===== src/hw/rtl/pru_pkg.sv =====
// shared types and constants for the pixel replicate upscaler
`default_nettype none

package pru_pkg;

  localparam int FACTOR_W = 7;
  localparam int SRCW_W   = 11;
  localparam int CFG_IDX_W  = 1;
  localparam int CFG_DATA_W = 11;

  localparam logic [CFG_IDX_W-1:0] CFG_IDX_SCALE_FACTOR = 1'd0;
  localparam logic [CFG_IDX_W-1:0] CFG_IDX_SOURCE_WIDTH = 1'd1;

  localparam logic [FACTOR_W-1:0] FACTOR_MAX = 7'd100;

  localparam logic [2:0] ST_ACCEPTED = 3'd0;
  localparam logic [2:0] ST_BUSY     = 3'd1;
  localparam logic [2:0] ST_PIXEL    = 3'd2;
  localparam logic [2:0] ST_PAD      = 3'd3;
  localparam logic [2:0] ST_EMPTY    = 3'd4;

  // command queue between front and back
  localparam int Q_DEPTH = 4;
  localparam int Q_PW    = 2;
  localparam int Q_CW    = 3;

  typedef struct packed {
    logic       op;
    logic [7:0] blue;
    logic [7:0] green;
    logic [7:0] red;
  } pru_in_t;

  typedef struct packed {
    logic [2:0] status;
    logic [7:0] out_blue;
    logic [7:0] out_green;
    logic [7:0] out_red;
    logic       row_end;
    logic       burst_end;
  } pru_out_t;

  typedef struct packed {
    logic [7:0] blue;
    logic [7:0] green;
    logic [7:0] red;
  } pru_pix_t;

  typedef struct packed {
    logic [2:0] status;
    logic       row_end;
    logic       burst_end;
  } pru_cmd_t;

endpackage

`default_nettype wire


===== src/hw/rtl/pru_front.sv =====
// front end: classifies requests, runs the playout counters, issues commands
`default_nettype none

module pru_front #(
  parameter int MAX_WIDTH = 1024
) (
  input  wire logic                        clk,
  input  wire logic                        rst_n,
  input  wire logic                        in_valid,
  output logic                             in_stall,
  input  wire pru_pkg::pru_in_t            in_data,
  input  wire logic [pru_pkg::FACTOR_W-1:0] scale_factor,
  input  wire logic [pru_pkg::SRCW_W-1:0]   source_width,
  input  wire logic                        q_full,
  output logic                             q_push,
  output pru_pkg::pru_cmd_t                q_cmd,
  output logic [((MAX_WIDTH > 1) ? $clog2(MAX_WIDTH) : 1)-1:0] q_addr,
  output pru_pkg::pru_pix_t                q_pix
);
  import pru_pkg::*;

  localparam int AW  = (MAX_WIDTH > 1) ? $clog2(MAX_WIDTH) : 1;
  localparam int MWB = $clog2(MAX_WIDTH + 1);
  localparam int WW  = (MWB > SRCW_W) ? MWB : SRCW_W;
  localparam logic [WW-1:0] MAXW = WW'(MAX_WIDTH);

  logic                playing_r, playing_nxt;
  logic [WW-1:0]       fill_r, fill_nxt;
  logic [WW-1:0]       idx_r, idx_nxt;
  logic [FACTOR_W-1:0] rep_r, rep_nxt;
  logic [FACTOR_W-1:0] row_r, row_nxt;
  logic [1:0]          pad_r, pad_nxt;

  logic [FACTOR_W-1:0] ef;
  logic [WW-1:0]       ew;
  logic [WW-1:0]       width_x;
  logic [3:0]          pad_prod;
  logic [1:0]          pad_tot;
  logic [WW-1:0]       fill_inc, idx_inc;
  logic [FACTOR_W-1:0] rep_inc, row_inc;
  logic                finish;
  logic                accept;

  assign in_stall = q_full;
  assign accept   = in_valid && !q_full;
  assign q_push   = accept;

  // out-of-range settings clamp
  assign width_x = WW'(source_width);
  always_comb begin
    if (scale_factor == '0) ef = 7'd1;
    else if (scale_factor > FACTOR_MAX) ef = FACTOR_MAX;
    else ef = scale_factor;
    if (width_x == '0) ew = WW'(1);
    else if (width_x > MAXW) ew = MAXW;
    else ew = width_x;
  end

  // pad count is (width * factor) mod 4
  assign pad_prod = {2'b00, ew[1:0]} * {2'b00, ef[1:0]};
  assign pad_tot  = pad_prod[1:0];

  assign fill_inc = fill_r + WW'(1);
  assign idx_inc  = idx_r + WW'(1);
  assign rep_inc  = rep_r + 7'd1;
  assign row_inc  = row_r + 7'd1;

  always_comb begin
    playing_nxt = playing_r;
    fill_nxt    = fill_r;
    idx_nxt     = idx_r;
    rep_nxt     = rep_r;
    row_nxt     = row_r;
    pad_nxt     = pad_r;
    finish      = 1'b0;
    q_cmd       = '0;
    q_addr      = '0;
    q_pix.blue  = in_data.blue;
    q_pix.green = in_data.green;
    q_pix.red   = in_data.red;
    if (!in_data.op) begin
      if (playing_r) begin
        q_cmd.status = ST_BUSY;
      end else begin
        q_cmd.status = ST_ACCEPTED;
        q_addr       = fill_r[AW-1:0];
        fill_nxt     = fill_inc;
        if (fill_inc >= ew) begin
          playing_nxt = 1'b1;
          idx_nxt     = '0;
          rep_nxt     = '0;
          row_nxt     = '0;
          pad_nxt     = '0;
        end
      end
    end else if (!playing_r) begin
      q_cmd.status = ST_EMPTY;
    end else if (pad_r != 2'd0) begin
      q_cmd.status = ST_PAD;
      pad_nxt      = pad_r - 2'd1;
      if (pad_r == 2'd1) begin
        q_cmd.row_end = 1'b1;
        finish        = 1'b1;
      end
    end else begin
      q_cmd.status = ST_PIXEL;
      q_addr       = idx_r[AW-1:0];
      if (rep_inc >= ef) begin
        rep_nxt = '0;
        if (idx_inc >= ew) begin
          idx_nxt = '0;
          if (pad_tot == 2'd0) begin
            q_cmd.row_end = 1'b1;
            finish        = 1'b1;
          end else begin
            pad_nxt = pad_tot;
          end
        end else begin
          idx_nxt = idx_inc;
        end
      end else begin
        rep_nxt = rep_inc;
      end
    end
    // close the row copy, and the burst after the last copy
    if (finish) begin
      if (row_inc >= ef) begin
        row_nxt         = '0;
        playing_nxt     = 1'b0;
        fill_nxt        = '0;
        idx_nxt         = '0;
        rep_nxt         = '0;
        pad_nxt         = '0;
        q_cmd.burst_end = 1'b1;
      end else begin
        row_nxt = row_inc;
      end
    end
  end

  always_ff @(posedge clk) begin
    if (!rst_n) begin
      playing_r <= 1'b0;
      fill_r    <= '0;
      idx_r     <= '0;
      rep_r     <= '0;
      row_r     <= '0;
      pad_r     <= '0;
    end else if (accept) begin
      playing_r <= playing_nxt;
      fill_r    <= fill_nxt;
      idx_r     <= idx_nxt;
      rep_r     <= rep_nxt;
      row_r     <= row_nxt;
      pad_r     <= pad_nxt;
    end
  end

endmodule

`default_nettype wire


===== config.mk =====
export PLATFORM = sky130hd
export DESIGN_NAME = pru_front
export DESIGN_NICKNAME = d
export VERILOG_FILES = /design/src/hw/rtl/pru_pkg.sv /design/src/hw/rtl/pru_front.sv
export SDC_FILE = /design/constraint.sdc
export NUM_CORES = 1
export LEC_CHECK = 0
export BUFFER_PORTS_ARGS = -buffer_cell sky130_fd_sc_hd__clkbuf_2
export CORE_ASPECT_RATIO = 1.5
export CORE_MARGIN = 2
export CORE_UTILIZATION = 57
export CTS_BUF_LIST = sky130_fd_sc_hd__clkbuf_16
export DETAILED_ROUTE_END_ITERATION = 16
export PLACE_DENSITY = 0.95
export SLEW_MARGIN = 20
export SYNTH_ARGS = -nofsm -noshare
export SYNTH_HDL_FRONTEND = slang
export SYNTH_SLANG_ARGS = --single-unit

===== constraint.sdc =====
create_clock -name clk -period 7.5 [get_ports clk]
set_clock_uncertainty 0.1 [all_clocks]
set_input_delay 0.375 -clock clk [delete_from_list [all_inputs] [get_ports clk]]
set_output_delay 0.375 -clock clk [all_outputs]
set_load 0.05 [all_outputs]

; Word-level counts from Yosys, hierarchy flattened
; Index checks and enable logic that the tools add are counted.
[totals]
wordCells = 93
in_bits = 47
ff_bits = 39
output_inout_bits = 41
[op_classes]
n_mul = 1
eq_ne = 3
order_cmp = 6
addsub = 5
mux = 64
reduce_logical = 8
[op_table]
columns = op, n
row1 = $mux 11, 15
row2 = $mux 7, 15
row3 = $mux 10, 4
row4 = $add 11x1->11 const B, 2
row5 = $ge 11x11->1, 2
row6 = $mux 2, 11
row7 = $mux 1, 17
row8 = $add 7x1->7 const B, 2
row9 = $ge 7x7->1, 2
row10 = $gt 11x11->1 const B, 1
row11 = $logic_not 11->1, 1
row12 = $gt 7x7->1 const B, 1
row13 = $logic_not 7->1, 1
row14 = $mux 3, 2
row15 = $ne 2x1->1 const B, 2
row16 = $reduce_and 4->1, 1
row17 = $reduce_bool 2->1, 2
row18 = $eq 2x1->1 const B, 1
row19 = $logic_not 2->1, 1
row20 = $mul 2x2->2, 1
row21 = $sub 2x1->2 const B, 1
row22 = $logic_and 1x1->1, 1
row23 = $logic_not 1->1, 1

; Logic depth before layout (Yosys ltp)
; Gate-level depths: netlist (run 1).
[logic_depth]
depth_word = 13
depth_mapped = 16
depth_no_buf = 15

; Least setup slack after synthesis (run 1)
; Ideal clock, no wire load.
[synth_timing]
path_kind = reg-to-output
startpoint = register idx_r[2]
endpoint = output q_cmd[1] (netlist name)
path_buffers = 2
path_stages_with_launch = 16
setup_slack_ns = 4.133
required_ns = 7.025
arrival_time_ns = 2.892
path_cell_list = dfxtp_1 -> clkbuf_1 -> nand3_1 -> nor2_1 -> nand3_1 -> inv_1 -> nand3_1 -> xnor2_1 -> ha_1 -> a2111oi_2 -> o21ai_1 -> a211oi_2 -> o31ai_4 -> nand3_1 -> inv_1 -> buf_4
[synth_lines]
columns = element, line_no
row1 = "start, declared", pru_front.sv:29  ; logic [WW-1:0] idx_r, idx_nxt;
row2 = "start signal, assigned", pru_front.sv:152  ; idx_r <= idx_nxt;
row3 = "end, declared", pru_front.sv:16  ; output pru_pkg::pru_cmd_t q_cmd,

==> impl_metrics.ini, run 1 <==
[final_layout]
seqCellArea_sq_um = 780.7
utilization = 0.6136
multi_input_comb_area_sq_um = 2649
mostFrequentLayoutCells = nand2_1 (59), ha_1 (41), dfxtp_1 (39), clkbuf_2 (39), o21ai_0 (37)
final_common_cell = nand2_1
finalInstanceArea_sq_um = 3980
area.growth.synth_to_final_pct = 4.914
nets = 584
antenna_cells = 0
drive_above_1_share = 0.1610
fillers = 568

[worst_hold_path]
hold_end = idx_r[10]$_SDFFE_PN0P_
min_path_cells = 2
min_path_type = register to register
min_from = idx_r[10]$_SDFFE_PN0P_

[timing]
fin_setup_tns_ps = 0
hold_violations = 0
final-max-slew-violation-count = 0
rsz0062_at_grt = no
fmax_mhz = 238.4
tightest_slew_ps = 668.1
final-setup-viol-count = 0
fin_crit_sh = 0.5592
holdWs_ps = 356.3
min_period_ps = 4194
relSlewSlack = 0.5512

[floorplanning]
dieArea_sq_um = 7337
rows = 36
pin_count = 88
fp.dieW_microns = 70.61
die_h_microns = 103.9
coreArea_sq_um = 6486
initial_core_util = 0.5849

[logic_synthesis]
ys.flop_type = dfxtp_1
syn_nets = 586
synth.top_cell.area_share = 0.2058
netlist_instances = 498
seq_area_frac_synth = 0.2058
syn_area_per_cell_sq_um = 7.618
yosys.area.top_type = dfxtp_1
ys_types = 66
ys.warnings.count = 0
synthArstFlopShare = 0
synth_edf_count = 0
yosys_register_bits = 39
synth.area.top_cells = dfxtp_1 (21%), ha_1 (14%), nand2_1 (5.8%)
netlist_area_sq_um = 3794

[clocking]
cts_tree = built
clkTransAtPathRegs_ps = 60
cts_setup_buffers = 0
cts_hold_buf = 0
numCtsBuffers = 5
cts_sinks = 39
cts_buffer_depth = 2
cts_resized = 0
worstSkewPairLatency_ps = 290
htreeDepth = 2
clock-root-buffer = clkbuf_16

[run_status]
status = finished, final reports clean

[worst_setup_path]
cp-end-kind = output pin
r2r-end = idx_r[6]$_SDFFE_PN0P_
cp_max_fo = 7
critical_path.startpoint_type = register
ff2ff_setup_slack_ps = 3520
r2r_start = fill_r[2]$_SDFFE_PN0P_
path_class = register to output pin
worstPathArrival_ps = 3720
rr_worst_depth = 14
crit_required_ps = 7030

[flow_run]
cap_viol_max_count = 0

[power]
report.power.total_mw = 0.5245
ir_drop_uv = 81.03
p_per_area_nw_per_um2 = 131.8
leakage_nw = 1.703

[place]
routabilityCongestion = 0.9053
place_area_sq_um = 3809
port_buffers = 39
place_hpwl_microns = 7247

[routing]
routed-via-count = 3710
drc = 0
drtIter0Drc = 272
antenna_left = 0
via_per_inst = 6.475
dr.pass1.iters = 5
routedWlPerCell_microns = 16.74
wl_microns = 9590

[global_routing]
grt_pass1_vias = 3512
grt_pass1_wl_microns = 16020
grt_max_degree = 29
antenna_found_initial = 0
grt.total_usage = 0.2646
grt_overflow = 0
## per-layer routing
metal / GRT usage / wire [microns]
met5: 0 / 0
met2: 0.4616 / 4852
met4: 0.1482 / 472
met3: 0.05136 / 682
met1: 0.2945 / 3582
## area by class of cell
cell class | instances | share of cell area
clock buffer | 5 | 0.03144
clock inverter | 3 | 0.01100
inverter | 19 | 0.01792
multi-input combinational | 389 | 0.6655
sequential | 39 | 0.1962
tap | 76 | 0.02389
timing repair buffer | 42 | 0.05407
## where the power goes
part / switching, mW / internal (mW)
Clock: 0.0907 / 0.157
Combinational: 0.0461 / 0.0218
Sequential: 0.00112 / 0.208
Total: 0.138 / 0.387
## how the worst max path moves through the flow
stage	startpoint	to	slack [ps]
final	idx_r[0]$_SDFFE_PN0P_	q_cmd[0]	3310
after global routing	idx_r[0]$_SDFFE_PN0P_	q_cmd[0]	3040
after floorplan	idx_r[2]$_SDFFE_PN0P_	q_cmd[1]	4130
after detailed placement	idx_r[0]$_SDFFE_PN0P_	idx_r[4]$_SDFFE_PN0P_	3550
after CTS	idx_r[0]$_SDFFE_PN0P_	q_cmd[0]	3360
after global placement	fill_r[2]$_SDFFE_PN0P_	pad_r[1]$_SDFFE_PN0P_	3530
## flip-flops by register name, summed over array words and instances (netlist names)
name	count
playing_r	1
idx_r	11
rep_r	7
fill_r	11
pad_r	2
row_r	7
## critical path, stage by stage (launching register included)
cell       delay [ps]
dfxtp_1           450
ha_1              270
nand3_1           200
nor2_1            250
nand3_1           170
inv_1             130
nand3_1            90
xnor2_1           170
ha_1              230
a2111oi_2         330
o21ai_1           150
a211oi_2          330
o31ai_4           180
nand3_2           170
inv_1              70
clkbuf_2          230
## cells in the mapped netlist (all sizes together), types with 10 or more instances
cell type and number:
xor2 13, inv 18, a22o 10, dfxtp 39
clkbuf 17, ha 41, xnor2 16, nor2 30
nor3 18, nand3 31, nand2 59, buf 34
o21ai 51, a21oi 24
## cells by family after synthesis
| logic type | after synthesis | synth area share |
|---|---|---|
| fa+ha+maj | 41 | 0.1352 |
| simple gates | 179 | 0.2335 |
| mux | 6 | 0.01781 |
| buf+inv | 70 | 0.09663 |
| xor+xnor | 29 | 0.06695 |
| compound gates | 134 | 0.2441 |
| flops | 39 | 0.2058 |
## stage by stage
step                      cells  worst slack (ps)
final                       573              3306
after global routing        573              3043
after CTS                   573              3356
after detailed placement    565              3551
after global placement      564              3531
after floorplan             498              4133
Note: power is estimated with default switching activity, not from simulation.
==> run 2, diff against run 1 <==
CORE_UTILIZATION = 55   (was 57)
PLACE_DENSITY = 0.93   (was 0.95)
clock period = 4.05 ns   (was 7.5 ns; I/O delays follow)
==> run 2 against run 1 <==
Against the previous run: die area grew 3.5%; utilization shrank 1.8 points; wire length grew 5.4%; via count grew 0.97%; sequential cell count is the same; global-route usage grew 0.80 points; count of clock-buffer cells in the layout is the same; sequential power grew 85%; setup slack lost 3100 ps; sequential share of layout area shrank 0.16 points; hold slack lost 120 ps; critical path depth grew 1; critical endpoint is now rep_r[0]$_SDFFE_PN0P_.
==> impl_metrics.ini, run 2 (synthesized netlist as in run 1, its figures left out) <==
[place]
routabilityCongestion = 0.9730
post-place-ws_ps = 347.0
placedCellCount = 567
port_buffers = 39
place_hpwl_microns = 7370

[worst_setup_path]
cp-end-kind = register
crit_start = idx_r[0]$_SDFFE_PN0P_
worstPathArrival_ps = 4000
cp_max_fo = 13
critical_path.startpoint_type = register
r2r_start = idx_r[0]$_SDFFE_PN0P_
path_class = register to register
crit_required_ps = 4180

[routing]
routedWlPerCell_microns = 17.49
antenna_left = 0
routed-via-count = 3746
drtIter0Drc = 322
wl_microns = 10110
via_per_inst = 6.481
drc = 0
dr.pass1.iters = 5

[global_routing]
grt_pass1_vias = 3740
grt_max_degree = 29
grt.total_usage = 0.2726
antenna_found_initial = 0
grt_pass1_wl_microns = 16780
grt_overflow = 0

[worst_hold_path]
min_from = in_data[24]
min_path_type = primary input to register

[run_status]
status = finished, final reports clean

[clocking]
worstSkewPairLatency_ps = 290
cts_hold_buf = 0
clkTransAtPathRegs_ps = 70
cts_sinks = 39
clock-root-buffer = clkbuf_16
cts_tree = built
numCtsBuffers = 5
cts_buffer_depth = 2
htreeDepth = 2

[final_layout]
nets = 587
antenna_cells = 0
area.growth.synth_to_final_pct = 6.135
fillers = 555
layout.cells.non_filler = 578
largest_registers = fill_r: 11 flops, idx_r: 11 flops
drive_above_1_share = 0.1760
mostFrequentLayoutCells = nand2_1 (59), ha_1 (41), clkbuf_2 (38), o21ai_0 (37), dfxtp_1 (37)
final_common_cell = nand2_1

[power]
p_per_area_nw_per_um2 = 242.3
leakage_nw = 1.722
ir_drop_uv = 196.9

[timing]
holdWs_ps = 235.8
hold_violations = 0
fin_setup_tns_ps = 0
relSlewSlack = 0.3127
final-setup-viol-count = 0
final-max-slew-violation-count = 0
fmax_mhz = 258.3
tightest_slew_ps = 1031
fin_crit_sh = 0.9558
min_period_ps = 3871
fin_ws_ps = 179.1

[flow_run]
cap_viol_max_count = 0

[floorplanning]
rows = 37
die_h_microns = 105.7
initial_core_util = 0.5613
coreArea_sq_um = 6759
pin_count = 88
fp.dieW_microns = 71.81
dieArea_sq_um = 7591
run 2: cell count changes in the layout (fill, tap and decap cells not counted), moves of 2 or more:
| cell | delta |
|---|---|
| nor2_2 | +2 |
| nor2_1 | -2 |
| dfxtp_2 | +2 |
| dfxtp_1 | -2 |
| buf_4 | +4 |
run 2: worst max-delay path, cell delays in order, from the launching register on:
cell       delay (ps)
dfxtp_2           400
ha_1              250
nand3_1           210
nor2_2            190
nand3_1           150
inv_1             110
nand3_1            90
xnor2_1           180
ha_1              240
a2111oi_2         300
o21ai_1           150
a211oi_2          360
o31ai_4           160
buf_4             170
a31o_2            310
nor3_4            220
mux2_4            190
run 2: area by class of cell:
type	instances	area [sq um]	area share
multi-input cells	389	2663	0.6613
clock inverters	3	43.79	0.01088
flip-flops and latches	39	783.3	0.1945
repair buffers	45	242.7	0.06029
inverters	19	71.32	0.01771
clock buffers	5	125.1	0.03108
well taps	78	97.59	0.02424
run 2: final timing paths:
kind	endpoint	slack [ps]	cells after the start
worst min register to register	idx_r[10]$_SDFFE_PN0P_	370	2
worst max-delay path	rep_r[0]$_SDFFE_PN0P_	180	16
worst min-delay path	idx_r[0]$_SDFFE_PN0P_	240	3
worst max register to register	rep_r[0]$_SDFFE_PN0P_	180	16
run 2: where the power goes:
group          total [mW]  internal, mW  switching (mW)
combinational       0.126        0.0406          0.0858
clock               0.462         0.291           0.171
sequential          0.387         0.385         0.00239
run 2: metal layers:
| metal | up-vias | share of wire | wire (microns) | GRT usage |
|---|---|---|---|---|
| li1 | 1765 | - | - | - |
| met1 | 1739 | 0.38 | 3853 | 0.2980 |
| met2 | 188 | 0.50 | 5047 | 0.4795 |
| met3 | 54 | 0.065 | 657 | 0.03920 |
| met4 | 0 | 0.054 | 550 | 0.1712 |
| met5 | - | 0 | 0 | 0 |
run 2: stage by stage:
| stage | total power [mW] | utilization | area, sq um |
|---|---|---|---|
| global placement | 0.5118 | 0.5642 | 3814 |
| CTS | 0.9700 | 0.5914 | 3998 |
| floorplan | 0.5416 | - | 3794 |
| finish | 0.9754 | 0.5957 | 4026 |
| detailed placement | 0.5169 | 0.5642 | 3814 |
| global route | 1.001 | 0.5957 | 4026 |
run 2: repair_timing:
action | CTS | global route
pin swaps | 1 | 2
hold endpoints to repair | 0 | 0
gates resized for setup | 0 | 8
setup endpoints to repair | 1 | 25
buffers inserted | 2 | 1
