<file path="src/hw/rtl/pru_pkg.sv">
// shared types and constants for the pixel replicate upscaler
`default_nettype none

package pru_pkg;

  localparam int FACTOR_W = 7;
  localparam int SRCW_W   = 11;
  localparam int CFG_IDX_W  = 1;
  localparam int CFG_DATA_W = 11;

  localparam logic [CFG_IDX_W-1:0] CFG_IDX_SCALE_FACTOR = 1'd0;
  localparam logic [CFG_IDX_W-1:0] CFG_IDX_SOURCE_WIDTH = 1'd1;

  localparam logic [FACTOR_W-1:0] FACTOR_MAX = 7'd100;

  localparam logic [2:0] ST_ACCEPTED = 3'd0;
  localparam logic [2:0] ST_BUSY     = 3'd1;
  localparam logic [2:0] ST_PIXEL    = 3'd2;
  localparam logic [2:0] ST_PAD      = 3'd3;
  localparam logic [2:0] ST_EMPTY    = 3'd4;

  // command queue between front and back
  localparam int Q_DEPTH = 4;
  localparam int Q_PW    = 2;
  localparam int Q_CW    = 3;

  typedef struct packed {
    logic       op;
    logic [7:0] blue;
    logic [7:0] green;
    logic [7:0] red;
  } pru_in_t;

  typedef struct packed {
    logic [2:0] status;
    logic [7:0] out_blue;
    logic [7:0] out_green;
    logic [7:0] out_red;
    logic       row_end;
    logic       burst_end;
  } pru_out_t;

  typedef struct packed {
    logic [7:0] blue;
    logic [7:0] green;
    logic [7:0] red;
  } pru_pix_t;

  typedef struct packed {
    logic [2:0] status;
    logic       row_end;
    logic       burst_end;
  } pru_cmd_t;

endpackage

`default_nettype wire

</file>
<file path="src/hw/rtl/pru_queue.sv">
// short command queue between front and back
`default_nettype none

module pru_queue #(
  parameter int AW = 10
) (
  input  wire logic              clk,
  input  wire logic              rst_n,
  input  wire logic              push,
  input  wire pru_pkg::pru_cmd_t cmd_in,
  input  wire logic [AW-1:0]     addr_in,
  input  wire pru_pkg::pru_pix_t pix_in,
  output logic                   full,
  input  wire logic              pop,
  output logic                   valid,
  output pru_pkg::pru_cmd_t      cmd_out,
  output logic [AW-1:0]          addr_out,
  output pru_pkg::pru_pix_t      pix_out
);
  import pru_pkg::*;

  pru_cmd_t       cmd_q  [Q_DEPTH];
  logic [AW-1:0]  addr_q [Q_DEPTH];
  pru_pix_t       pix_q  [Q_DEPTH];
  logic [Q_PW-1:0] wr_ptr_r, rd_ptr_r;
  logic [Q_CW-1:0] count_r, count_nxt;
  logic            do_push, do_pop;

  assign full     = (count_r == Q_CW'(Q_DEPTH));
  assign valid    = (count_r != '0);
  assign do_push  = push && !full;
  assign do_pop   = pop && valid;
  assign cmd_out  = cmd_q[rd_ptr_r];
  assign addr_out = addr_q[rd_ptr_r];
  assign pix_out  = pix_q[rd_ptr_r];

  always_comb begin
    count_nxt = count_r;
    if (do_push && !do_pop) count_nxt = count_r + Q_CW'(1);
    else if (do_pop && !do_push) count_nxt = count_r - Q_CW'(1);
  end

  always_ff @(posedge clk) begin
    if (!rst_n) begin
      wr_ptr_r <= '0;
      rd_ptr_r <= '0;
      count_r  <= '0;
    end else begin
      if (do_push) wr_ptr_r <= wr_ptr_r + Q_PW'(1);
      if (do_pop) rd_ptr_r <= rd_ptr_r + Q_PW'(1);
      count_r <= count_nxt;
    end
  end

  always_ff @(posedge clk) begin
    if (do_push) begin
      cmd_q[wr_ptr_r]  <= cmd_in;
      addr_q[wr_ptr_r] <= addr_in;
      pix_q[wr_ptr_r]  <= pix_in;
    end
  end

endmodule

`default_nettype wire

</file>
<file path="config.mk">
export PLATFORM = sky130hd
export DESIGN_NAME = pru_queue
export DESIGN_NICKNAME = d
export VERILOG_FILES = /design/src/hw/rtl/pru_pkg.sv /design/src/hw/rtl/pru_queue.sv
export SDC_FILE = /design/constraint.sdc
export NUM_CORES = 1
export LEC_CHECK = 0
export BUFFER_PORTS_ARGS = -buffer_cell sky130_fd_sc_hd__buf_2
export CAP_MARGIN = 10
export CORE_ASPECT_RATIO = 1.4
export CORE_MARGIN = 2
export CORE_UTILIZATION = 50
export DETAILED_ROUTE_END_ITERATION = 10
export PLACE_DENSITY = 0.72
export SETUP_SLACK_MARGIN = 0.15
export SLEW_MARGIN = 20
export SYNTH_ARGS = -nofsm -noshare
export SYNTH_HDL_FRONTEND = slang
export SYNTH_SLANG_ARGS = --single-unit
</file>
<file path="constraint.sdc">
create_clock -name clk -period 3.5 [get_ports clk]
set_clock_uncertainty 0.15 [all_clocks]
set_input_delay 0.7 -clock clk [delete_from_list [all_inputs] [get_ports clk]]
set_output_delay 0.7 -clock clk [all_outputs]
set_load 0.02 [all_outputs]
</file>
# Word level (Yosys, flattened, before mapping)
# Memory sizes are Yosys's and may differ from the RTL's. A register that Yosys moved wholly into a read port is not among the register bits.
# Cells that the tools add are included.
# totals
in_bits,43
ram_bits,156
output_inout_bits,41
register_bits,7
n_memories,3
# classes
n_addsub,4
n_reduce_logical,9
muxes,10
eq_ne,1
# mem_list
name,words,width,read_ports,rd_ports_with_merged_regs,wr,line,rtl
pix_q,4,24,1,1,1,pru_queue.sv:24,pru_pix_t pix_q [Q_DEPTH];
addr_q,4,10,1,1,1,pru_queue.sv:23,logic [AW-1:0] addr_q [Q_DEPTH];
cmd_q,4,5,1,1,1,pru_queue.sv:22,pru_cmd_t cmd_q [Q_DEPTH];
# ops
cell,n
2-to-1 mux 2 bit,6
2-to-1 mux 3 bit,2
adder 2 x 1 -> 2 bit (second input constant),2
logical AND 1 bit,4
adder 3 x 1 -> 3 bit (second input constant),1
equality test 3 bit (second input constant),1
zero test 1 bit,3
nonzero test 3 bit,1
subtractor 3 x 1 -> 3 bit (second input constant),1
2-to-1 mux 1 bit,2
nonzero test 2 bit,1

# Logic depth before layout (Yosys ltp)
# Gate-level depths: netlist of the first run.
# logic_depth
ltp_word,7
depth_mapped,9

# Worst setup path after synthesis of the first run
# No wires, ideal clock.
# synth_path
path_kind,input to register
start,in push
end,"mem addr_q[0][0], enable pin"
t_arrival_ns,1.934
setup_slack_ns,1.016
path_stages,3
t_required_ns,2.950
path_cell_list,nor2b_1 -> buf_2 -> and2_1
# synth_between
elab_chain_cells,3
# synth_rtl
element,line,rtl
"start, declared",pru_queue.sv:9,"input wire logic push,"
logical AND 1 bit,pru_queue.sv:31,assign do_push = push && !full;
net do_push,pru_queue.sv:27,"logic do_push, do_pop;"
2-to-1 mux 1 bit,pru_queue.sv:56,if (do_push) begin
2-to-1 mux 1 bit (not written as such),pru_queue.sv:58,addr_q[wr_ptr_r] <= addr_in;
"end, declared",pru_queue.sv:23,
# The timed path passes the listed nets, and every way through them passes these cells.

==> impl_metrics.yaml, run 1 <==
final_layout:
  fillerInstances: 836
  ff_latch_area_um2: 4870
  drive_above_1_share_pct: 46.0
  multiInputGateArea_um2: 1170
  syn2layout_area_growth_pct: 20.6
  nNetsFinal: 401
  fin_util_pct: 61.9
timing:
  setup_viol: 0
  setup_tns_ns: 0
  hold_violations: 0
  finalMaxSlewViolations: 0
  fin_crit_ns: 2.99
  worst_pin_slew_ns: 0.597
  max_freq_mhz: 334
  fin_crit_sh_pct: 85.5
  rsz0062_at_grt: "false"
  relSlewSlack_pct: 60.2
cts:
  postCtsSetupBuffers: 0
  cts_made_buffers: 17
  ctsHoldBuffers: 0
  clk_latency_ns: 0.41
  root_buffer: "clkbuf_16"
  cts.repair.resized: 0
  path_clk_slew_ns: 0.06
  clkSinkCount: 165
  cts.htree.levels: 4
  clk_path_buf_depth: 2
  tritoncts: "done"
detailed_routing:
  vias_per_cell: 5.50
  routedWlPerCell_um: 19.8
  drtIter0Drc: 124
  dr.pass1.iters: 4
  wl_mm: 10.2
  drc: 0
  vias: 2819
  antenna_left: 0
floorplan:
  fp.dieH_um: 135
  die_w_um: 97.4
  rows: 47
  core_um2: 11900
  die_area_um2: 13100
  initial_core_util_pct: 51.4
  ios: 84
synthesis:
  syn_inst: 251
  yosysSeqAreaShare_pct: 79.7
  yosys-top-cells-area: "edfxtp_1, mux4_2, dfxtp_1, ha_1, and2_1"
  ys_seq_elements: 165
  synth_ff_type: "edfxtp_1"
  synth_top_area_cell: "edfxtp_1"
  syn_area_um2: 6100
  synth_top_area_share_pct: 76.8
  ys_warn_count: 0
  ys_top_cells_by_count: "edfxtp_1, mux4_2, dfxtp_1"
  async_flop_share_pct: 0
  ys_types: 22
  yosysMostFrequentCell: "edfxtp_1"
  synth_enable_flop_cells: 156
  synth_area_per_cell_um2: 24.3
  syn-num-nets: 300
power:
  peakVddDrop_mv: 0.421
  p_per_area_nw_per_um2: 784
  p_leak_nw: 2.53
global_routing:
  grt_antenna_before_repair: 1
  grt_pass1_wl_mm: 15.8
  met3_usage_pct: 5.28
  grt_max_degree: 40
  grt_use_met2_pct: 27.5
  grt_pass1_vias: 3011
  use_met1_pct: 19.4
  top_usage_layer: "met2"
  overflow: 0
  track_usage_pct: 16.3
job:
  drv_cap: 0
hold_path:
  hold_class: "reg -> reg"
place:
  finalWeightedCongestion: 0.734
  dpl.hpwl_mm: 6.29
  port_buffers: 83
worst_setup_path:
  cp_data_required_time_ns: 2.65
  worst_setup_path_start_kind: "flip-flop"
  path_cells: "buf_4 > mux4_2 > buf_2"
  cp_max_fo: 24
  max_stage_delay_ns: 0.68
  crit_family: "flip-flops"
  slowest_stage: "dfxtp_4"
  crit_arrival_ns: 2.14
  crit_path_end_kind: "output port"
  path_class: "reg -> out"
  cp.buffers_inverters: 2
outcome:
  status: "finished clean"
logic make-up (layout without fill, tap and decap cells):
logic type               count (synthesis)  count (layout)  share of synthesized area [%]
adder cells (fa/ha/maj)                  6               6                           1.35
AND/OR/NAND/NOR                         17              17                           1.68
AO/OA/AOI/OAI                            4               4                          0.554
flip-flops                             165             165                           79.7
XOR/XNOR                                 4               4                          0.574
multiplexers                            42              42                           14.9
other                                    0               1                              0
buffers and inverters                   13             127                           1.23
worst reg2reg max path, stage by stage (launching register included):
cell and delay, ns:
dfxtp_1 0.49, nor3b_2 0.09, nor2b_1 0.44, ha_1 0.28, inv_1 0.06, fa_1 0.38
xor2_1 0.18, or3_1 0.31, a21boi_0 0.21
per-layer routing:
metal  up-vias  wire [um]
met5         -          0
met4         0        239
li1       1256          -
met3        18        488
met2        84       5400
met1      1461       4050
final cells by class:
cell class                      count  share of cell area [%]
Clock inverter                     13                    2.48
Multi-Input combinational cell     73                    15.9
Timing Repair Buffer               92                    6.90
Sequential cell                   165                    66.2
Clock buffer                       19                    5.88
Antenna cell                        1                  0.0340
Inverter                            3                   0.153
Tap cell                          147                    2.50
per-stage QoR:
| step | total power, mW | cell area [um^2] | setup WS (ns) | hold WS [ns] | std cells |
|---|---|---|---|---|---|
| 2_1_floorplan | 3.52 | 6100 | 1.02 | 0.318 | 251 |
| 4_1_cts | 5.83 | 7360 | 0.437 | 0.332 | 512 |
| 6_report | 5.77 | 7360 | 0.508 | 0.343 | 513 |
| 3_3_place_gp | 3.91 | 6740 | 0.848 | 0.328 | 480 |
| 5_1_grt | 5.99 | 7360 | 0.362 | 0.332 | 512 |
| 3_5_place_dp | 3.94 | 6740 | 0.579 | 0.339 | 480 |
flip-flops by register name, indices dropped and copies added, names as in the netlist, named ones only:
signal and cells:
pix_q 96, addr_q 40, cmd_q 20, count_r 3, rd_ptr_r 2, wr_ptr_r 2
where the power goes:
group	internal, mW	switching (mW)
registers	2.40	0.147
logic	0.606	0.727
clock network	1.19	0.697
worst paths after layout:
check,end,slack [ns],start,depth (start not counted)
setup / recovery,pix_out[15],0.51,flip-flop,3
hold / removal,wr_ptr_r[0],0.34,wr_ptr_r[0],2
setup reg to reg,count_r[2],0.84,count_r[0],8
hold reg to reg,wr_ptr_r[0],0.34,wr_ptr_r[0],2
placed cells by master (no fill, tap or decap), drive strengths merged:
cell type	synthesis	final
fa	1	1
inv	3	3
and2	8	8
ha	5	5
edfxtp	156	156
nor2b	2	2
clkinv	0	9
buf	7	92
mux2i	3	3
mux4	39	39
nor3b	1	1
o311ai	1	1
xor2	1	1
xnor2	3	3
dfxtp	9	9
bufinv	0	4
or3	2	2
clkbuf	3	19
o21ai	1	1
o31ai	1	1
a21boi	1	1
nand2	4	4
diode	0	1
Power figures use the tool's default switching activity.
==> run 2: changes to the inputs <==
--- a/config.mk
+++ b/config.mk
@@ -11,7 +11,7 @@
 export CORE_MARGIN = 2
 export CORE_UTILIZATION = 50
 export DETAILED_ROUTE_END_ITERATION = 10
-export PLACE_DENSITY = 0.72
+export PLACE_DENSITY = 0.71
 export SETUP_SLACK_MARGIN = 0.15
 export SLEW_MARGIN = 20
 export SYNTH_ARGS = -nofsm -noshare
==> run 2 against run 1 <==
  * Final cell count down 0.78%
  * Critical path depth up 5
  * Non-clock buffer count down 3
  * Sequential power down 3%
  * Sequential cell count unchanged
  * Clock power down 4%
  * First-iteration DRC count up 29%
  * Clock-buffer cell count down 2
  * Sequential share of layout area up 0.18 points
  * Routed wire length down 2.0%
  * Via count down 1.1%
  * Largest cell class unchanged
==> impl_metrics.yaml, run 2 (synthesis results as in run 1) <==
floorplan:
  rows: 47
  initial_core_util_pct: 51.4
  fp.dieH_um: 135
  core_um2: 11900
  die_w_um: 97.4
  ios: 84
  die_area_um2: 13100
worst_setup_path:
  path_cells: "nor3b_2 > nor2b_1 > ha_1 > inv_1 > fa_1 > xor2_1 > or3_1 > a21boi_0"
  crit_arrival_ns: 2.85
  max_stage_delay_ns: 0.48
  path_class: "reg -> reg"
  worst_setup_path_start_kind: "flip-flop"
  cp_data_required_time_ns: 3.67
  crit_path_end_kind: "flip-flop"
  slowest_stage: "dfxtp_1"
  cp_max_fo: 7
place:
  pre_cts_slack_ns: 0.658
  dpl.hpwl_mm: 6.00
  finalWeightedCongestion: 0.707
  dp_cells: 477
  placed_area_um2: 6740
  port_buffers: 83
outcome:
  status: "finished clean"
global_routing:
  grt_pass1_vias: 2984
  grt_pass1_wl_mm: 15.8
  grt_max_degree: 40
  track_usage_pct: 16.5
  overflow: 0
  grt_antenna_before_repair: 0
cts:
  cts_made_buffers: 17
  cts.htree.levels: 4
  ctsHoldBuffers: 0
  cts.repair.resized: 0
  tritoncts: "done"
  postCtsSetupBuffers: 0
  clk_path_buf_depth: 2
  path_clk_slew_ns: 0.06
  root_buffer: "clkbuf_16"
  clk_latency_ns: 0.41
  clkSinkCount: 165
timing:
  worst_pin_slew_ns: 0.615
  fin_crit_sh_pct: 76.6
  finalMaxSlewViolations: 0
  max_freq_mhz: 373
  setup_viol: 0
  hold_violations: 0
  rsz0062_at_grt: "false"
  relSlewSlack_pct: 59.0
  setup_slack_ns: 0.818
  fin_crit_ns: 2.68
  setup_tns_ns: 0
detailed_routing:
  vias_per_cell: 5.48
  drc: 0
  dr.pass1.iters: 4
  routedWlPerCell_um: 19.6
  vias: 2789
  drtIter0Drc: 160
  wl_mm: 9.97
  antenna_left: 0
final_layout:
  layout_commonest_cell: "edfxtp_1"
  drive_above_1_share_pct: 46.1
  post-route-cell-area_um2: 7330
  antennaDiodeCount: 0
  ff_latch_area_um2: 4870
  mostFrequentLayoutCells: "edfxtp_1, buf_2, mux4_2"
  largest_reg_flops: 96
  fillerInstances: 879
  fin_cells: 509
  multiInputGateArea_um2: 1170
  nNetsFinal: 398
  syn2layout_area_growth_pct: 20.2
  top_register: "pix_q"
  largestRegisters: "pix_q: 96 flops, addr_q: 40 flops, cmd_q: 20 flops"
power:
  p_leak_nw: 2.50
  p_per_area_nw_per_um2: 777
  peakVddDrop_mv: 0.440
  power_mw: 5.70
hold_path:
  hold_class: "in -> reg"
job:
  drv_cap: 0
==> run 2: final timing paths <==
kind	startpoint	endpoint	slack (ns)	cells after the start
worst max-delay path	count_r[0]	count_r[2]	0.82	8
worst min register to register	wr_ptr_r[0]	wr_ptr_r[0]	0.37	2
worst min-delay path	pix_in[16]	pix_q[0][16]	0.35	1
worst max register to register	count_r[0]	count_r[2]	0.82	8
==> run 2: worst max-delay path: cells and delay by family (launching register included) <==
kind,cells,cell delay (ns)
AO/OA/AOI/OAI,1,0.22
buffers and inverters,1,0.06
flip-flops,1,0.48
XOR/XNOR,1,0.18
AND/OR/NAND/NOR,3,0.83
adder cells (fa/ha/maj),2,0.67
==> run 2: final cells by class <==
cell class                      instances  area share (%)
Clock inverter                         15            2.30
Tap cell                              147            2.51
Clock buffer                           17            5.80
Timing Repair Buffer                   89            6.96
Inverter                                3           0.154
Sequential cell                       165            66.4
Multi-Input combinational cell         73            15.9
==> run 2: metrics by stage <==
step,util (%),hold slack [ns]
after global placement,56.7,0.329
after detailed placement,56.7,0.364
after global routing,61.7,0.323
final,61.7,0.346
after CTS,61.7,0.323
after floorplan,-,0.318
==> run 2: where the power goes <==
| group | leakage (nW) | switching [mW] | internal (mW) |
|---|---|---|---|
| registers | 1.50 | 0.0734 | 2.40 |
| logic | 0.715 | 0.790 | 0.621 |
| clock network | 0.285 | 0.745 | 1.07 |
==> run 2: layer usage <==
metal / share of wire [%] / GRT usage, % / vias to the layer above
li1: - / - / 1248
met3: 5.1 / 5.12 / 13
met5: 0 / 0 / -
met2: 55 / 29.2 / 77
met4: 1.6 / 7.64 / 0
met1: 38 / 18.3 / 1451
==> run 3: changes to the inputs <==
==> constraint.sdc (replaced) <==
create_clock -name clk -period 2.7 [get_ports clk]
set_clock_uncertainty 0.15 [all_clocks]
set_input_delay 0.54 -clock clk [delete_from_list [all_inputs] [get_ports clk]]
set_output_delay 0.54 -clock clk [all_outputs]
set_load 0.02 [all_outputs]
==> run 3 against run 2 <==
  * Sequential cell count is the same
  * Sequential power rose by 30%
  * Combinational power is 32% higher
  * Register-to-register slack got worse by 0.46 ns
  * Critical path depth fell by 5
  * Final cell count rose by 0.79%
  * Largest power group unchanged
==> impl_metrics.yaml, run 3 (synthesis results as in run 1) <==
worst_setup_path:
  slowest_stage: "mux4_2"
  r2r-start: "count_r[0]"
  crit_path_end_kind: "output port"
  crit_arrival_ns: 1.71
  rr_worst_depth: 8
  path_class: "reg -> out"
  cp_data_required_time_ns: 2.01
  path_cells: "buf_12 > mux4_2 > buf_2"
  max_stage_delay_ns: 0.54
  cp_max_fo: 19
  worst_setup_path_start_kind: "flip-flop"
  r2r-end: "count_r[2]"
  rrSetupSlack_ns: 0.36
cts:
  path_clk_slew_ns: 0.06
  postCtsSetupBuffers: 0
  root_buffer: "clkbuf_16"
  tritoncts: "done"
  clkSinkCount: 165
  cts.htree.levels: 4
  clk_latency_ns: 0.41
  ctsHoldBuffers: 0
  cts.repair.resized: 0
  cts_made_buffers: 17
  clk_path_buf_depth: 2
detailed_routing:
  drtIter0Drc: 135
  antenna_left: 0
  drc: 0
  routedWlPerCell_um: 19.6
  vias: 2740
  dr.pass1.iters: 4
  vias_per_cell: 5.34
  wl_mm: 10.1
timing:
  worst_pin_slew_ns: 0.415
  finalMaxSlewViolations: 0
  relSlewSlack_pct: 72.3
  max_freq_mhz: 416
  fin_crit_sh_pct: 89.0
  setup_tns_ns: 0
  hold_violations: 0
  setup_viol: 0
  fin_crit_ns: 2.40
  rsz0062_at_grt: "false"
power:
  p_sw_share_pct: 26.6
  p_leak_nw: 2.54
  p_int_mw: 5.49
  peakVddDrop_mv: 0.604
  p_clk_share_pct: 32.1
  p_seq_share_pct: 43.0
  pwr-share-comb_pct: 24.9
  netSwitchingPower_mw: 1.99
  p_per_area_nw_per_um2: 1010
global_routing:
  use_met1_pct: 19.9
  top_usage_layer: "met2"
  grt_max_degree: 30
  track_usage_pct: 16.5
  overflow: 0
  grt_antenna_before_repair: 1
  met3_usage_pct: 4.76
  grt_pass1_wl_mm: 16.0
  grt_pass1_vias: 3035
  grt_use_met2_pct: 27.9
final_layout:
  largestRegisters: "pix_q: 96 flops, addr_q: 40 flops, cmd_q: 20 flops"
  antennaDiodeCount: 0
  ff_latch_area_um2: 4870
  nNetsFinal: 404
  fillerInstances: 853
  multiInputGateArea_um2: 1170
  layout_commonest_cell: "edfxtp_1"
  drive_above_1_share_pct: 45.9
  mostFrequentLayoutCells: "edfxtp_1, buf_2, mux4_2"
  largest_reg_flops: 96
  syn2layout_area_growth_pct: 21.6
  post-route-cell-area_um2: 7420
  top_register: "pix_q"
outcome:
  status: "finished clean"
hold_path:
  whs_endpoint: "pix_q[3][2]"
  hold_depth: 1
  hold_class: "in -> reg"
  min-delay-start: "pix_in[2]"
floorplan:
  ios: 84
  initial_core_util_pct: 51.4
  core_um2: 11900
  fp.dieH_um: 135
  die_area_um2: 13100
  die_w_um: 97.4
  rows: 47
place:
  dpl.hpwl_mm: 6.43
  placed_area_um2: 6820
  finalWeightedCongestion: 0.707
  port_buffers: 83
job:
  drv_cap: 0
## run 3: cell count changes in the layout (fill, tap and decap cells not counted), sizes merged
cell,before,now
inv,9,3
clkinv,5,4
clkbuf,17,20
bufinv,2,4
buf,89,95
## run 3: area by class of cell
class / instances / area share, %
clock buffers: 20 / 5.89
clock inverters: 10 / 2.13
inverters: 3 / 0.152
multi-input cells: 73 / 15.7
flip-flops and latches: 165 / 65.6
well taps: 147 / 2.48
repair buffers: 95 / 8.00
## run 3: worst max path at each step
stage | start | end | slack, ns | depth (start not counted)
after floorplan | count_r[0] | addr_q[0][0] | 0.33 | 4
after global placement | push | count_r[2] | 0.48 | 8
after detailed placement | push | count_r[2] | 0.29 | 8
after CTS | flip-flop | pix_out[4] | 0.24 | 3
after global routing | count_r[0] | count_r[2] | 0.22 | 8
final | flip-flop | pix_out[4] | 0.30 | 3
## run 3: worst max-delay path: cells and delay by family, from the launching register on
kind                   cells  cell delay (ns)
muxes                      1             0.54
buffers and inverters      2             0.38
DFF                        1             0.37
## run 3: power groups by stage
| stage | logic [mW] | clock network, mW | registers [mW] |
|---|---|---|---|
| floorplan | 1.32 | 0 | 3.24 |
| CTS | 1.91 | 2.44 | 3.22 |
| global route | 2.01 | 2.55 | 3.24 |
| global placement | 1.89 | 0 | 3.25 |
| finish | 1.86 | 2.40 | 3.21 |
| detailed placement | 1.91 | 0 | 3.27 |
## run 3: through the flow
stage | total power, mW | setup WS, ns | util (%) | hold WS, ns | cells
2_1_floorplan | 4.56 | 0.334 | - | 0.318 | 251
3_3_place_gp | 5.14 | 0.477 | 57.4 | 0.329 | 483
3_5_place_dp | 5.18 | 0.285 | 57.4 | 0.343 | 483
4_1_cts | 7.58 | 0.236 | 62.4 | 0.176 | 513
5_1_grt | 7.80 | 0.223 | 62.4 | 0.181 | 513
6_report | 7.48 | 0.298 | 62.4 | 0.192 | 513
## run 3: routing by layer
metal | wire length [um] | share of wire [%]
met4 | 148 | 1.5
met3 | 367 | 3.6
met1 | 4040 | 40
met2 | 5480 | 55
met5 | 13 | 0.13
